$ cat src/rtl/bsrf_pkg.sv
// Package for the bind state redundancy filter.
// Holds the command and result types, action codes and fixed constants.
// No dependencies.
`default_nettype none

package bsrf_pkg;

  localparam int NAME_W  = 32;
  localparam int UNIT_W  = 8;
  localparam int ACT_W   = 3;
  localparam int SKIP_W  = 6;
  localparam int COUNT_W = 64;

  localparam logic [NAME_W-1:0] UNKNOWN_NAME = 32'hffff_ffff;

  localparam logic [ACT_W-1:0] ACT_VAO_BIND    = 3'd0;
  localparam logic [ACT_W-1:0] ACT_TEX_BIND    = 3'd1;
  localparam logic [ACT_W-1:0] ACT_VAO_DELETE  = 3'd2;
  localparam logic [ACT_W-1:0] ACT_TEX_DELETE  = 3'd3;
  localparam logic [ACT_W-1:0] ACT_BOUND_QUERY = 3'd4;
  localparam logic [ACT_W-1:0] ACT_INVALIDATE  = 3'd5;

  typedef struct packed {
    logic [ACT_W-1:0]  action;
    logic [UNIT_W-1:0] unit;
    logic [NAME_W-1:0] object_name;
  } cmd_t;

  typedef struct packed {
    logic               emit_vao_bind;
    logic               emit_unit_select;
    logic               emit_tex_bind;
    logic [UNIT_W-1:0]  fwd_unit;
    logic [NAME_W-1:0]  fwd_name;
    logic               verify_sample;
    logic               bound_hit;
    logic [COUNT_W-1:0] vao_request_count;
    logic [COUNT_W-1:0] vao_bind_count;
    logic [COUNT_W-1:0] tex_request_count;
    logic [COUNT_W-1:0] tex_bind_count;
  } result_t;

endpackage

`default_nettype wire

$ cat src/rtl/bind_state_redundancy_filter.sv
// Bind state redundancy filter, top level; uses bsrf_pkg and the three stages.
// Path: the input register captures a command, then the combinational state compare
// and update feed the result register.
// Throughput: one command per cycle unless out_stall holds the result register.
// Reset (rst_n low, synchronous): both stages empty, all cached names unknown,
// active unit unknown, skip, request and bind counters zero.
`default_nettype none

module bind_state_redundancy_filter
  import bsrf_pkg::*;
#(
  parameter int CACHED_UNITS = 8
) (
  input  wire logic               clk,
  input  wire logic               rst_n,
  input  wire logic               in_valid,
  output logic                    in_stall,
  input  wire logic [ACT_W-1:0]   in_action,
  input  wire logic [UNIT_W-1:0]  in_unit,
  input  wire logic [NAME_W-1:0]  in_object_name,
  output logic                    out_valid,
  input  wire logic               out_stall,
  output logic                    out_emit_vao_bind,
  output logic                    out_emit_unit_select,
  output logic                    out_emit_tex_bind,
  output logic [UNIT_W-1:0]       out_fwd_unit,
  output logic [NAME_W-1:0]       out_fwd_name,
  output logic                    out_verify_sample,
  output logic                    out_bound_hit,
  output logic [COUNT_W-1:0]      out_vao_request_count,
  output logic [COUNT_W-1:0]      out_vao_bind_count,
  output logic [COUNT_W-1:0]      out_tex_request_count,
  output logic [COUNT_W-1:0]      out_tex_bind_count
);

  cmd_t    cmd_in, cmd;
  logic    cmd_vld, advance;
  result_t res, res_q;

  assign cmd_in.action      = in_action;
  assign cmd_in.unit        = in_unit;
  assign cmd_in.object_name = in_object_name;

  bsrf_in_stage u_in (
    .clk      (clk),
    .rst_n    (rst_n),
    .in_valid (in_valid),
    .in_stall (in_stall),
    .cmd_in   (cmd_in),
    .advance  (advance),
    .cmd_vld  (cmd_vld),
    .cmd_out  (cmd)
  );

  bsrf_state #(
    .CACHED_UNITS (CACHED_UNITS)
  ) u_state (
    .clk     (clk),
    .rst_n   (rst_n),
    .advance (advance),
    .cmd     (cmd),
    .res     (res)
  );

  bsrf_out_stage u_out (
    .clk       (clk),
    .rst_n     (rst_n),
    .res_vld   (cmd_vld),
    .res_in    (res),
    .advance   (advance),
    .out_valid (out_valid),
    .out_stall (out_stall),
    .res_out   (res_q)
  );

  assign out_emit_vao_bind     = res_q.emit_vao_bind;
  assign out_emit_unit_select  = res_q.emit_unit_select;
  assign out_emit_tex_bind     = res_q.emit_tex_bind;
  assign out_fwd_unit          = res_q.fwd_unit;
  assign out_fwd_name          = res_q.fwd_name;
  assign out_verify_sample     = res_q.verify_sample;
  assign out_bound_hit         = res_q.bound_hit;
  assign out_vao_request_count = res_q.vao_request_count;
  assign out_vao_bind_count    = res_q.vao_bind_count;
  assign out_tex_request_count = res_q.tex_request_count;
  assign out_tex_bind_count    = res_q.tex_bind_count;

endmodule

`default_nettype wire

$ cat src/rtl/bsrf_in_stage.sv
// Input register of the bind state redundancy filter.
// Captures one command per transfer; depends on bsrf_pkg.
`default_nettype none

module bsrf_in_stage
  import bsrf_pkg::*;
(
  input  wire logic clk,
  input  wire logic rst_n,
  input  wire logic in_valid,
  output logic      in_stall,
  input  wire cmd_t cmd_in,
  input  wire logic advance,
  output logic      cmd_vld,
  output cmd_t      cmd_out
);

  logic vld_r;
  cmd_t cmd_r;

  // The register is held only while it is full and cannot move on.
  assign in_stall = vld_r & ~advance;
  assign cmd_vld  = vld_r;
  assign cmd_out  = cmd_r;

  always_ff @(posedge clk) begin
    if (!rst_n) begin
      vld_r <= 1'b0;
    end else if (!in_stall) begin
      vld_r <= in_valid;
    end
  end

  always_ff @(posedge clk) begin
    if (!in_stall && in_valid) begin
      cmd_r <= cmd_in;
    end
  end

endmodule

`default_nettype wire

$ cat src/rtl/bsrf_state.sv
// Binding state cache, skip counters and request counters.
// Decides what each command forwards and updates state; depends on bsrf_pkg.
`default_nettype none

module bsrf_state
  import bsrf_pkg::*;
#(
  parameter int CACHED_UNITS = 8
) (
  input  wire logic clk,
  input  wire logic rst_n,
  input  wire logic advance,
  input  wire cmd_t cmd,
  output result_t   res
);

  localparam logic [UNIT_W:0] NUM_UNITS = (UNIT_W+1)'(CACHED_UNITS);

  logic [NAME_W-1:0]  cached_vao_r, cached_vao_nxt;
  logic [NAME_W-1:0]  cached_tex_r [CACHED_UNITS];
  logic [NAME_W-1:0]  cached_tex_nxt [CACHED_UNITS];
  logic [SKIP_W-1:0]  skip_r [CACHED_UNITS];
  logic [SKIP_W-1:0]  skip_nxt [CACHED_UNITS];
  logic [UNIT_W-1:0]  cur_unit_r, cur_unit_nxt;
  logic               unit_known_r, unit_known_nxt;
  logic [COUNT_W-1:0] vao_req_r, vao_req_nxt;
  logic [COUNT_W-1:0] vao_bind_r, vao_bind_nxt;
  logic [COUNT_W-1:0] tex_req_r, tex_req_nxt;
  logic [COUNT_W-1:0] tex_bind_r, tex_bind_nxt;

  logic [CACHED_UNITS-1:0] unit_sel, name_eq, skip_zero;
  logic act_vao, act_tex, act_vao_del, act_tex_del, act_query, act_inval;
  logic cached, tex_hit, sample, unit_diff, e_vao, e_sel, e_tex;

  always_comb begin
    act_vao     = cmd.action == ACT_VAO_BIND;
    act_tex     = cmd.action == ACT_TEX_BIND;
    act_vao_del = cmd.action == ACT_VAO_DELETE;
    act_tex_del = cmd.action == ACT_TEX_DELETE;
    act_query   = cmd.action == ACT_BOUND_QUERY;
    act_inval   = cmd.action == ACT_INVALIDATE;

    cached = {1'b0, cmd.unit} < NUM_UNITS;
    for (int i = 0; i < CACHED_UNITS; i++) begin
      unit_sel[i]  = cmd.unit == UNIT_W'(i);
      name_eq[i]   = cached_tex_r[i] == cmd.object_name;
      skip_zero[i] = skip_r[i] == '0;
    end
    // Only cached units can have a select bit, so a hit implies a cached unit.
    tex_hit   = |(unit_sel & name_eq);
    sample    = |(unit_sel & skip_zero);
    unit_diff = ~unit_known_r | (cur_unit_r != cmd.unit);

    e_vao = act_vao & (cmd.object_name != cached_vao_r);
    e_sel = act_tex & unit_diff;
    e_tex = act_tex & ~tex_hit;

    cached_vao_nxt = cached_vao_r;
    if (act_inval || (act_vao_del && cached_vao_r == cmd.object_name)) begin
      cached_vao_nxt = UNKNOWN_NAME;
    end else if (e_vao) begin
      cached_vao_nxt = cmd.object_name;
    end

    for (int i = 0; i < CACHED_UNITS; i++) begin
      cached_tex_nxt[i] = cached_tex_r[i];
      skip_nxt[i]       = skip_r[i];
      if (act_inval || (act_tex_del && name_eq[i])) begin
        cached_tex_nxt[i] = UNKNOWN_NAME;
      end else if (act_tex && unit_sel[i] && cached && !name_eq[i]) begin
        cached_tex_nxt[i] = cmd.object_name;
      end
      if (act_tex && unit_sel[i] && name_eq[i]) begin
        skip_nxt[i] = skip_r[i] + SKIP_W'(1);
      end
    end

    cur_unit_nxt   = e_sel ? cmd.unit : cur_unit_r;
    unit_known_nxt = act_inval ? 1'b0 : (unit_known_r | e_sel);

    vao_req_nxt  = vao_req_r + COUNT_W'(act_vao);
    vao_bind_nxt = vao_bind_r + COUNT_W'(e_vao);
    tex_req_nxt  = tex_req_r + COUNT_W'(act_tex);
    tex_bind_nxt = tex_bind_r + COUNT_W'(e_tex);

    res.emit_vao_bind     = e_vao;
    res.emit_unit_select  = e_sel;
    res.emit_tex_bind     = e_tex;
    res.fwd_unit          = (e_sel | e_tex) ? cmd.unit : '0;
    res.fwd_name          = (e_vao | e_tex) ? cmd.object_name : '0;
    res.verify_sample     = act_tex & tex_hit & sample;
    res.bound_hit         = act_query & tex_hit;
    res.vao_request_count = vao_req_nxt;
    res.vao_bind_count    = vao_bind_nxt;
    res.tex_request_count = tex_req_nxt;
    res.tex_bind_count    = tex_bind_nxt;
  end

  always_ff @(posedge clk) begin
    if (!rst_n) begin
      cached_vao_r <= UNKNOWN_NAME;
      for (int i = 0; i < CACHED_UNITS; i++) begin
        cached_tex_r[i] <= UNKNOWN_NAME;
        skip_r[i]       <= '0;
      end
      cur_unit_r   <= '0;
      unit_known_r <= 1'b0;
      vao_req_r    <= '0;
      vao_bind_r   <= '0;
      tex_req_r    <= '0;
      tex_bind_r   <= '0;
    end else if (advance) begin
      cached_vao_r <= cached_vao_nxt;
      for (int i = 0; i < CACHED_UNITS; i++) begin
        cached_tex_r[i] <= cached_tex_nxt[i];
        skip_r[i]       <= skip_nxt[i];
      end
      cur_unit_r   <= cur_unit_nxt;
      unit_known_r <= unit_known_nxt;
      vao_req_r    <= vao_req_nxt;
      vao_bind_r   <= vao_bind_nxt;
      tex_req_r    <= tex_req_nxt;
      tex_bind_r   <= tex_bind_nxt;
    end
  end

endmodule

`default_nettype wire

$ cat src/rtl/bsrf_out_stage.sv
// Result register of the bind state redundancy filter.
// Holds one result until its transfer completes; depends on bsrf_pkg.
`default_nettype none

module bsrf_out_stage
  import bsrf_pkg::*;
(
  input  wire logic    clk,
  input  wire logic    rst_n,
  input  wire logic    res_vld,
  input  wire result_t res_in,
  output logic         advance,
  output logic         out_valid,
  input  wire logic    out_stall,
  output result_t      res_out
);

  logic    vld_r;
  result_t res_r;

  assign advance   = res_vld & (~vld_r | ~out_stall);
  assign out_valid = vld_r;
  assign res_out   = res_r;

  always_ff @(posedge clk) begin
    if (!rst_n) begin
      vld_r <= 1'b0;
    end else if (!vld_r || !out_stall) begin
      vld_r <= res_vld;
    end
  end

  always_ff @(posedge clk) begin
    if (advance) begin
      res_r <= res_in;
    end
  end

endmodule

`default_nettype wire

$ cat config.mk
export PLATFORM = sky130hd
export DESIGN_NAME = bind_state_redundancy_filter
export DESIGN_NICKNAME = d
export VERILOG_FILES = /design/src/rtl/bsrf_pkg.sv /design/src/rtl/bind_state_redundancy_filter.sv /design/src/rtl/bsrf_in_stage.sv /design/src/rtl/bsrf_state.sv /design/src/rtl/bsrf_out_stage.sv
export SDC_FILE = /design/constraint.sdc
export NUM_CORES = 1
export LEC_CHECK = 0
export ABC_AREA = 1
export BUFFER_PORTS_ARGS = -buffer_cell sky130_fd_sc_hd__buf_4
export CAP_MARGIN = 0
export CORE_MARGIN = 2
export CORE_UTILIZATION = 47
export CTS_CLUSTER_DIAMETER = 120
export DETAILED_ROUTE_END_ITERATION = 10
export HOLD_SLACK_MARGIN = 0.12
export PLACE_DENSITY = 0.67
export SYNTH_ARGS = -nofsm -noshare
export SYNTH_HDL_FRONTEND = slang
export SYNTH_SLANG_ARGS = --single-unit
export TNS_END_PERCENT = 10
$ cat constraint.sdc
create_clock -name clk -period 14.25 [get_ports clk]
set_input_delay 4.275 -clock clk [delete_from_list [all_inputs] [get_ports clk]]
set_output_delay 4.275 -clock clk [all_outputs]
set_load 0.01 [all_outputs]
After elaboration in Yosys (flattened, before gate mapping)

Memories as Yosys holds them, arrays and structs flattened.
Index checks and enable logic that the tools add are counted.

Bits of input ports: 47
RAM bits: 304
Register bits: 643
Memories: 2
Logic and storage cells: 222
Output and inout port bits: 303

Equal/unequal tests: 23
Mux-type cells: 47
Bitwise logic cells: 36
Reductions and logical operators: 78
Order comparisons: 1
$add $sub $neg: 12

Memories:

| name                 | words | bits a word | rd ports | clocked after Yosys merged registers in | wr ports | line             | text |
|---|---|---|---|---|---|---|---|
| u_state.cached_tex_r | 8     | 32          | 8        | 0                                       | 8        | bsrf_state.sv:20 | `logic [NAME_W-1:0] cached_tex_r [CACHED_UNITS];` |
| u_state.skip_r       | 8     | 6           | 8        | 0                                       | 8        | bsrf_state.sv:22 | `logic [SKIP_W-1:0] skip_r [CACHED_UNITS];` |

Operator list:

| kind                                                       | count |
|---|---|
| two-way mux 32 bit                                         | 26 |
| equality test 32 bit                                       | 9 |
| adder 64 x 1 -> 64 bit                                     | 4 |
| two-way mux 6 bit                                          | 16 |
| adder 6 x 1 -> 6 bit, second input constant                | 8 |
| logical NOT 6 bit                                          | 8 |
| logical AND 1 bit                                          | 42 |
| equality test 8 x 3 -> 1 bit, second input constant        | 4 |
| inequality test 32 bit                                     | 1 |
| OR 1 bit                                                   | 21 |
| AND 8 bit                                                  | 2 |
| equality test 8 x 2 -> 1 bit, second input constant        | 2 |
| OR reduction 8 bit                                         | 2 |
| logical NOT 1 bit                                          | 11 |
| logical OR 1 bit                                           | 10 |
| AND 1 bit                                                  | 8 |
| equality test 8 x 1 -> 1 bit, second input constant        | 1 |
| logical NOT 8 bit                                          | 1 |
| less-than comparator 8 x 4 -> 1 bit, second input constant | 1 |
| inequality test 8 bit                                      | 1 |
| equality test 3 x 2 -> 1 bit, second input constant        | 2 |
| equality test 3 bit, second input constant                 | 2 |
| two-way mux 1 bit                                          | 5 |
| NOT 1 bit                                                  | 5 |
| 4 further kinds                                            | 5 |

Logic depth before layout (Yosys ltp)

Gate-level depths: netlist of run 1.

Depth in word-level cells: 7
Gate-level depth with buffers: 29
Mapped depth without buffers: 27

Modules after synthesis

From an unflattened synthesis of run 1, not the netlist that was laid out.

Cell total of the unflattened synthesis: 4562
Area total of the unflattened synthesis: 43449.2 µm²

Modules (own cells, without submodules):

| module         | cells each | times used | area each (µm²) |
|---|---|---|---|
| bsrf_state     | 4204       | 1          | 33024.2 |
| bsrf_out_stage | 307        | 1          | 9083.7 |
| bsrf_in_stage  | 51         | 1          | 1341.3 |

Worst setup path before layout of run 1

Ideal clock, no wire load.

Path kind: input to register
Start point: input out_stall
End point: register u_out.res_r (netlist bit u_out.res_out[0]), enable pin
Setup time: 783 ps
Path buffers: 2
Data arrival time: 13200 ps
Stages on the path: 5
Path slack: 267 ps
Required time: 13467 ps
Cells stage by stage: nand2_1 > inv_1 > nor2_1 > clkbuf_1 > clkbuf_1

Cells in the longest elaborated chain, start to end: 3

RTL lines:

| item                   | line                               | text |
|---|---|---|
| start: declaration     | bind_state_redundancy_filter.sv:22 | `input wire logic out_stall,` |
| NOT 1 bit              | bsrf_out_stage.sv:21               | `assign advance = res_vld & (~vld_r \| ~out_stall);` |
| OR 1 bit               | bsrf_out_stage.sv:21               |  |
| AND 1 bit              | bsrf_out_stage.sv:21               |  |
| via advance            | bind_state_redundancy_filter.sv:37 | `logic cmd_vld, advance;` |
| end signal: assignment | bsrf_out_stage.sv:35               | `res_r <= res_in;` |
| end: declaration       | bsrf_out_stage.sv:19               | `result_t res_r;` |

The timed path passes the listed nets, and every way through them passes these cells.
A chain may end at the register's enable or synchronous reset.

Worst setup path after layout of run 1

Start point: input out_stall
End point: output in_stall

Cells in the longest elaborated chain, start to end: 5

RTL lines:

| item             | line                               | text |
|---|---|---|
| NOT 1 bit        | bsrf_out_stage.sv:21               |  |
| OR 1 bit         | bsrf_out_stage.sv:21               |  |
| AND 1 bit        | bsrf_out_stage.sv:21               |  |
| NOT 1 bit        | bsrf_in_stage.sv:22                | `assign in_stall = vld_r & ~advance;` |
| AND 1 bit        | bsrf_in_stage.sv:22                |  |
| end: declaration | bind_state_redundancy_filter.sv:17 | `output logic in_stall,` |

Every way passes these cells.

==> flow_metrics.env, run 1 <==
export IMPL_outcome="complete, no violations"
export IMPL_peakVddDrop_v=0.0001053
export IMPL_vias=31660
export IMPL_crit_path_max_incr_delay_ns=0.14
export IMPL_syn_num_nets=4628
export IMPL_rows=111
export IMPL_cp_depth=4
export IMPL_async_flop_share_pct=0
export IMPL_rr_worst_depth=20
export IMPL_crit_top_cell="buf_4"
export IMPL_fin_ws_ns=5.269
export IMPL_yosysUniqueCellTypes=43
export IMPL_timing_critical_path_buf_inv=2
export IMPL_maxCapViolCount=0
export IMPL_fin_skew_ns=0.03409
export IMPL_power_leakage_nw=19.62
export IMPL_first_iter_violations=2756
export IMPL_synth_edf_count=648
export IMPL_die_w_um=308.2
export IMPL_post_cts_buffers=0
export IMPL_grt_pass1_vias=30980
export IMPL_power_w=0.006182
export IMPL_synthXorXnorAreaFrac_pct=9.861
export IMPL_worstMarginPinSlew_ns=1.131
export IMPL_final_layout_size_suffix_gt1_share_pct=14.14
export IMPL_dpl_worst_slack_ns=5.264
export IMPL_synth_compound_area_share_pct=3.922
export IMPL_cts_tree="done"
export IMPL_syn_inst=4557
export IMPL_most_common_layout_cells="nand2_1 (1296), edfxtp_1 (648), inv_1 (463), buf_4 (382), nor2_1 (332)"
export IMPL_clk_root_buffer_cell="clkbuf_16"
export IMPL_io_pins=350
export IMPL_final_core_utilization_pct=55.46
export IMPL_ant_nets=0
export IMPL_hold_depth=2
export IMPL_power_frac_clock_pct=44.9
export IMPL_hold_violations=0
export IMPL_first_pass_iters=6
export IMPL_ys_seq_area_share_pct=58.52
export IMPL_ys_ff_latch=947
export IMPL_synth_top_family_by_area="simple AND/OR/NAND/NOR gates"
export IMPL_cts_max_path_buffers=3
export IMPL_synth_largest_area_cell="edfxtp_1"
export IMPL_p_comb_share_pct=5.6
export IMPL_fin_cells=6150
export IMPL_fmax_ghz=0.1113
export IMPL_crit_path_start_kind="input port"
export IMPL_initial_utilization_pct=47.44
export IMPL_overflow=0
export IMPL_clock_latency_ns=0.71
export IMPL_sw_frac_of_total_pct=23.13
export IMPL_syn_area_per_cell_sq_um=9.542
export IMPL_gp_congestion=0.9001
export IMPL_required_ns=9.97
export IMPL_die_h_um=308.2
export IMPL_end_kind="output port"
export IMPL_hold_path_class="flop to flop"
export IMPL_place_detailed_hpwl_mm=75.70
export IMPL_dieArea_sq_um=94970
export IMPL_intPower_w=0.004752
export IMPL_area_growth_pct=16.92
export IMPL_finalCritPeriodShare_pct=63.03
export IMPL_critPathSlowestCell="nor2_1"
export IMPL_io_buffer_count=349
export IMPL_core_area_sq_um=91660
export IMPL_cts_hold_buf=0
export IMPL_synthSimpleGateAreaFrac_pct=21.13
export IMPL_synth_top_area_share_pct=44.75
export IMPL_antenna_cells=0
export IMPL_setup_viol=0
export IMPL_rsz0062_at_grt="no"
export IMPL_grt_pass1_wl_mm=173.9
export IMPL_wirelength_mm=113.1
export IMPL_crit_chain="buf_4, nand2_1, nor2_1, buf_4"
export IMPL_wire_per_inst_um=18.38
export IMPL_placed_cells_incl_taps=5955
export IMPL_finalCriticalPeriod_ns=8.981
export IMPL_ys_warn_count=0
export IMPL_numCtsBuffers=103
export IMPL_layout_nets=4945
export IMPL_grtUsageTotal_pct=23.69
export IMPL_drv_slew=0
export IMPL_drc=0
export IMPL_antenna_found_initial=0
export IMPL_seq_power_share_pct=49.5
export IMPL_arrival_ns=4.71
export IMPL_fin_setup_tns_ns=0
export IMPL_synthAdderAreaFrac_pct=0.6906
export IMPL_synth_area_mux_share_pct=0
export IMPL_relSlewSlack_pct=23.80
export IMPL_crit_family="buffers and inverters"
export IMPL_synth_area_sq_um=43480
export IMPL_post_cts_resized=0
export IMPL_worst_setup_path_type="input port to output port"
export IMPL_grt_start_max_net_pins=151
export IMPL_htreeDepth=3
export IMPL_viasPerCell=5.147
export IMPL_final_common_cell="nand2_1"
export IMPL_clkSlewWorstSetupHoldPaths_ns=0.05
export IMPL_switching_power_w=0.001430
export IMPL_path_max_fanout=3
export IMPL_cts_sinks=947
export IMPL_power_density_nw_per_um2=121.6
export IMPL_synth_ff_type="edfxtp_1"
export IMPL_ys_top_cells_by_area="edfxtp_1 (45%), dfxtp_1 (14%), nand2_1 (11%)"
==> sequential cells by signal, summed over array words and instances (netlist names), named ones only <==
name and flops:
u_out.res_out 301, u_state.cached_tex_r 256, u_state.tex_bind_r 64, u_state.tex_req_r 64
u_state.vao_bind_r 64, u_state.vao_req_r 64, u_state.skip_r 48, u_in.cmd_out 43
u_state.cached_vao_r 32, u_state.cur_unit_r 8, u_in.cmd_vld 1, u_out.out_valid 1
==> power groups by stage <==
stage,Clock [W],Combinational [W],Sequential [W]
2_1_floorplan,0,0.000210,0.00312
3_3_place_gp,0,0.000341,0.00312
3_5_place_dp,0,0.000347,0.00312
4_1_cts,0.00283,0.000349,0.00306
5_1_grt,0.00293,0.000379,0.00307
6_report,0.00277,0.000347,0.00306
==> worst min-delay path, delay by kind of cell, from the launching register on <==
| family | cells | cell delay, ns |
|---|---|---|
| flip-flops | 1 | 0.31 |
| AND/OR/NAND/NOR | 2 | 0.10 |
==> synthesized netlist by cell type (all sizes together), types with 8 or more instances <==
cell    number
nor3        95
nor4        19
nor2       408
xnor2      233
buf         66
clkbuf     105
nand3      234
a22o        35
nand4       54
a21oi       68
clkinv      14
dfxtp      299
nand2     1319
inv        475
o21ai      146
xor2       248
edfxtp     648
ha          24
o22ai       42
a31oi        8
==> final timing paths <==
check,from,to,slack [ns]
worst min register to register,u_state.vao_req_r[57],u_state.vao_req_r[57],0.46
worst max-delay path,out_stall,in_stall,5.27
worst min-delay path,u_state.vao_req_r[57],u_state.vao_req_r[57],0.46
worst max register to register,u_in.cmd_out[20],u_out.res_out[178],9.33
==> per-layer routing <==
metal	routed length [um]	part of all wire (%)	up-vias	GRT usage (%)
li1	-	-	15400	-
met1	46990	42	14970	30.73
met4	4184	3.7	0	9.438
met3	7499	6.6	222	3.456
met5	0	0	-	0
met2	54380	48	1066	39.93
==> stage by stage <==
step | instance area, sq um | hold WS [ns]
detailed placement | 47280 | 0.4408
global route | 50840 | 0.4643
floorplan | 43480 | 0.4260
finish | 50840 | 0.4565
global placement | 47280 | 0.4442
CTS | 50840 | 0.4536
==> area by class of cell <==
| type | instances | area (sq um) |
|---|---|---|
| fillers | 8014 | 40820 |
| well taps | 1186 | 1484 |
| multi-input cells | 2950 | 15620 |
| inverters | 489 | 1839 |
| repair buffers | 383 | 2888 |
| flip-flops and latches | 947 | 25440 |
| clock buffers | 136 | 2844 |
| clock inverters | 59 | 719.4 |
==> cells by family (layout without fill, tap and decap cells) <==
| kind of cell | after synthesis | after routing |
|---|---|---|
| adders and majority gates | 24 | 24 |
| AOI/OAI and AO/OA | 301 | 301 |
| and+or+nand+nor | 2144 | 2144 |
| buffers and inverters | 660 | 1067 |
| xor gates and xnor gates | 481 | 481 |
| DFF | 947 | 947 |
Note: power is estimated with default switching activity, not from simulation.
==> run 2, diff against run 1 <==
--- a/config.mk
+++ b/config.mk
@@ -5,7 +5,7 @@
 export SDC_FILE = /design/constraint.sdc
 export NUM_CORES = 1
 export LEC_CHECK = 0
-export ABC_AREA = 1
+export ABC_AREA = 0
 export BUFFER_PORTS_ARGS = -buffer_cell sky130_fd_sc_hd__buf_4
 export CAP_MARGIN = 0
 export CORE_MARGIN = 2
@@ -13,7 +13,7 @@
 export CTS_CLUSTER_DIAMETER = 120
 export DETAILED_ROUTE_END_ITERATION = 10
 export HOLD_SLACK_MARGIN = 0.12
-export PLACE_DENSITY = 0.67
+export PLACE_DENSITY = 0.66
 export SYNTH_ARGS = -nofsm -noshare
 export SYNTH_HDL_FRONTEND = slang
 export SYNTH_SLANG_ARGS = --single-unit
==> constraint.sdc (replaced) <==
create_clock -name clk -period 7.35 [get_ports clk]
set_input_delay 2.205 -clock clk [delete_from_list [all_inputs] [get_ports clk]]
set_output_delay 2.205 -clock clk [all_outputs]
set_load 0.01 [all_outputs]
==> flow_metrics.env, run 2 <==
export IMPL_outcome="complete, no violations"
export IMPL_fin_skew_ns=0.03767
export IMPL_wl_met1_mm=48.57
export IMPL_overflow=0
export IMPL_dr_wl_met2_mm=49.16
export IMPL_seqCellArea_sq_um=25440
export IMPL_power_leakage_nw=17.32
export IMPL_core_area_sq_um=93050
export IMPL_largest_register_ffs=301
export IMPL_ys_seq_area_share_pct=57.77
export IMPL_ys_warn_count=0
export IMPL_switching_power_w=0.002680
export IMPL_cp_depth=16
export IMPL_hold_depth=2
export IMPL_crit_path_max_incr_delay_ns=1.02
export IMPL_wire_per_inst_um=19.88
export IMPL_area_growth_pct=16.12
export IMPL_drc=0
export IMPL_fin_ws_ns=1.702
export IMPL_fmax_ghz=0.1771
export IMPL_cts_sinks=947
export IMPL_first_iter_violations=2558
export IMPL_numCtsBuffers=100
export IMPL_die_w_um=310.1
export IMPL_synth_largest_area_cell="edfxtp_1"
export IMPL_seq_power_share_pct=49.8
export IMPL_required_ns=7.90
export IMPL_clock_latency_ns=0.68
export IMPL_antenna_cells=0
export IMPL_timing_critical_path_buf_inv=0
export IMPL_critPathSlowestCell="edfxtp_1"
export IMPL_rr_worst_depth=16
export IMPL_clkSlewWorstSetupHoldPaths_ns=0.06
export IMPL_peakVddDrop_v=0.0001577
export IMPL_p_comb_share_pct=5.3
export IMPL_worstMarginPinSlew_ns=1.334
export IMPL_wl_met3_mm=6.977
export IMPL_place_detailed_hpwl_mm=70.91
export IMPL_initial_utilization_pct=47.34
export IMPL_synth_ff_type="edfxtp_1"
export IMPL_die_h_um=310.1
export IMPL_syn_inst=3845
export IMPL_synth_top_area_share_pct=44.18
export IMPL_grt_start_max_net_pins=146
export IMPL_finalCriticalPeriod_ns=5.648
export IMPL_grtUsageTotal_pct=22.01
export IMPL_io_pins=350
export IMPL_viasPerCell=5.359
export IMPL_post_cts_buffers=0
export IMPL_ys_top_cells_by_area="edfxtp_1 (44%), dfxtp_1 (14%), xnor2_1 (11%)"
export IMPL_rsz0062_at_grt="no"
export IMPL_crit_family="simple AND/OR/NAND/NOR gates"
export IMPL_power_density_nw_per_um2=237.4
export IMPL_synth_area_sq_um=44050
export IMPL_multiInputGateArea_sq_um=17570
export IMPL_yosysMostFrequentCell="edfxtp_1"
export IMPL_intPower_w=0.009463
export IMPL_drv_slew=0
export IMPL_crit_top_cell="nand4_1"
export IMPL_crit_chain="xnor2_1, nand4_1, nor4_1, nand4_1, nand4_1, or2_2, nor2_1, ha_1, ha_1, nand3_1, nor4_1, nand4_1, or4_1, nor3_1, xor2_1, and2_1"
export IMPL_hold_violations=0
export IMPL_end_kind="flop"
export IMPL_finalCritPeriodShare_pct=76.84
export IMPL_power_frac_clock_pct=44.9
export IMPL_cts_max_path_buffers=3
export IMPL_io_buffer_count=349
export IMPL_vias=29000
export IMPL_grt_pass1_wl_mm=163.9
export IMPL_syn_area_per_cell_sq_um=11.46
export IMPL_final_common_cell="edfxtp_1"
export IMPL_synthTopCellsByCount="edfxtp_1 (648), xnor2_1 (529), dfxtp_1 (299)"
export IMPL_final_layout_size_suffix_gt1_share_pct=14.31
export IMPL_syn_num_nets=3916
export IMPL_setup_viol=0
export IMPL_hold_path_class="flop to flop"
export IMPL_post_cts_resized=0
export IMPL_dieArea_sq_um=96180
export IMPL_antenna_found_initial=0
export IMPL_path_max_fanout=19
export IMPL_holdWs_ns=0.4706
export IMPL_ys_ff_latch=947
export IMPL_fin_setup_tns_ns=0
export IMPL_dpl_worst_slack_ns=1.679
export IMPL_maxCapViolCount=0
export IMPL_gp_congestion=0.9034
export IMPL_arrival_ns=6.20
export IMPL_rows=112
export IMPL_most_common_layout_cells="edfxtp_1 (648), xnor2_1 (529), buf_4 (371), dfxtp_1 (299), or3_1 (256)"
export IMPL_cts_tree="done"
export IMPL_synth_edf_count=648
export IMPL_relSlewSlack_pct=10.23
export IMPL_yosysUniqueCellTypes=67
export IMPL_clk_root_buffer_cell="clkbuf_16"
export IMPL_htreeDepth=3
export IMPL_first_pass_iters=5
export IMPL_sw_frac_of_total_pct=22.07
export IMPL_power_w=0.01214
export IMPL_cts_hold_buf=0
export IMPL_crit_path_start_kind="flop"
export IMPL_wirelength_mm=107.6
export IMPL_fill_cells=7980
export IMPL_worst_setup_path_type="flop to flop"
export IMPL_ant_nets=0
export IMPL_layout_nets=4142
export IMPL_grt_pass1_vias=27410
export IMPL_async_flop_share_pct=0
export IMPL_dr_max_layer_used="met4"
run 2: area by class of cell:
cell class	count	share of cell area, %
clock buffers	131	5.463
clock inverters	58	1.522
multi-input cells	2608	34.35
well taps	1254	3.068
inverters	40	0.3082
flip-flops and latches	947	49.75
repair buffers	374	5.546
run 2: per-layer routing:
metal  vias to the layer above  track usage [%]
li1                      13930                -
met1                     14060            31.28
met2                       855            34.13
met3                       152            3.835
met4                         0            7.359
met5                         -                0
run 2: worst paths after layout:
check                                     startpoint                     end  slack (ns)
worst max-delay path                 u_in.cmd_out[6]  u_state.tex_bind_r[60]        1.70
worst min-delay path            u_state.tex_req_r[0]    u_state.tex_req_r[0]        0.47
worst max register to register       u_in.cmd_out[6]  u_state.tex_bind_r[60]        1.70
worst min register to register  u_state.tex_req_r[0]    u_state.tex_req_r[0]        0.47
run 2: kinds of logic (layout without fill, tap and decap cells):
logic type | Yosys count | after routing | synth area share (%)
AND/OR/NAND/NOR | 1627 | 1627 | 20.60
buffers and inverters | 290 | 603 | 2.690
flip-flops | 947 | 947 | 57.77
AO/OA/AOI/OAI | 174 | 174 | 2.659
adder cells (fa/ha/maj) | 24 | 24 | 0.6818
XOR/XNOR | 773 | 773 | 15.37
multiplexers | 10 | 10 | 0.2273
run 2: per-stage QoR:
step / instances / instance area, sq um / utilization, %
after floorplan: 3845 / 44050 / -
after global placement: 5223 / 47570 / 51.13
after detailed placement: 5223 / 47570 / 51.13
after CTS: 5412 / 51150 / 54.97
after global routing: 5412 / 51150 / 54.97
final: 5412 / 51150 / 54.97
run 2: tightest hold or removal path: cells and delay by family, from the launching register on:
kind	cells	cell delay [ns]
flops	1	0.31
compound gates	1	0.06
simple gates	1	0.05
run 2: power by group through the flow:
stage               sequential [W]  clock, W  combinational [W]
floorplan                  0.00611         0           0.000371
global placement           0.00616         0           0.000641
detailed placement         0.00616         0           0.000645
CTS                        0.00605   0.00557           0.000648
global route               0.00606   0.00578           0.000696
finish                     0.00605   0.00546           0.000638
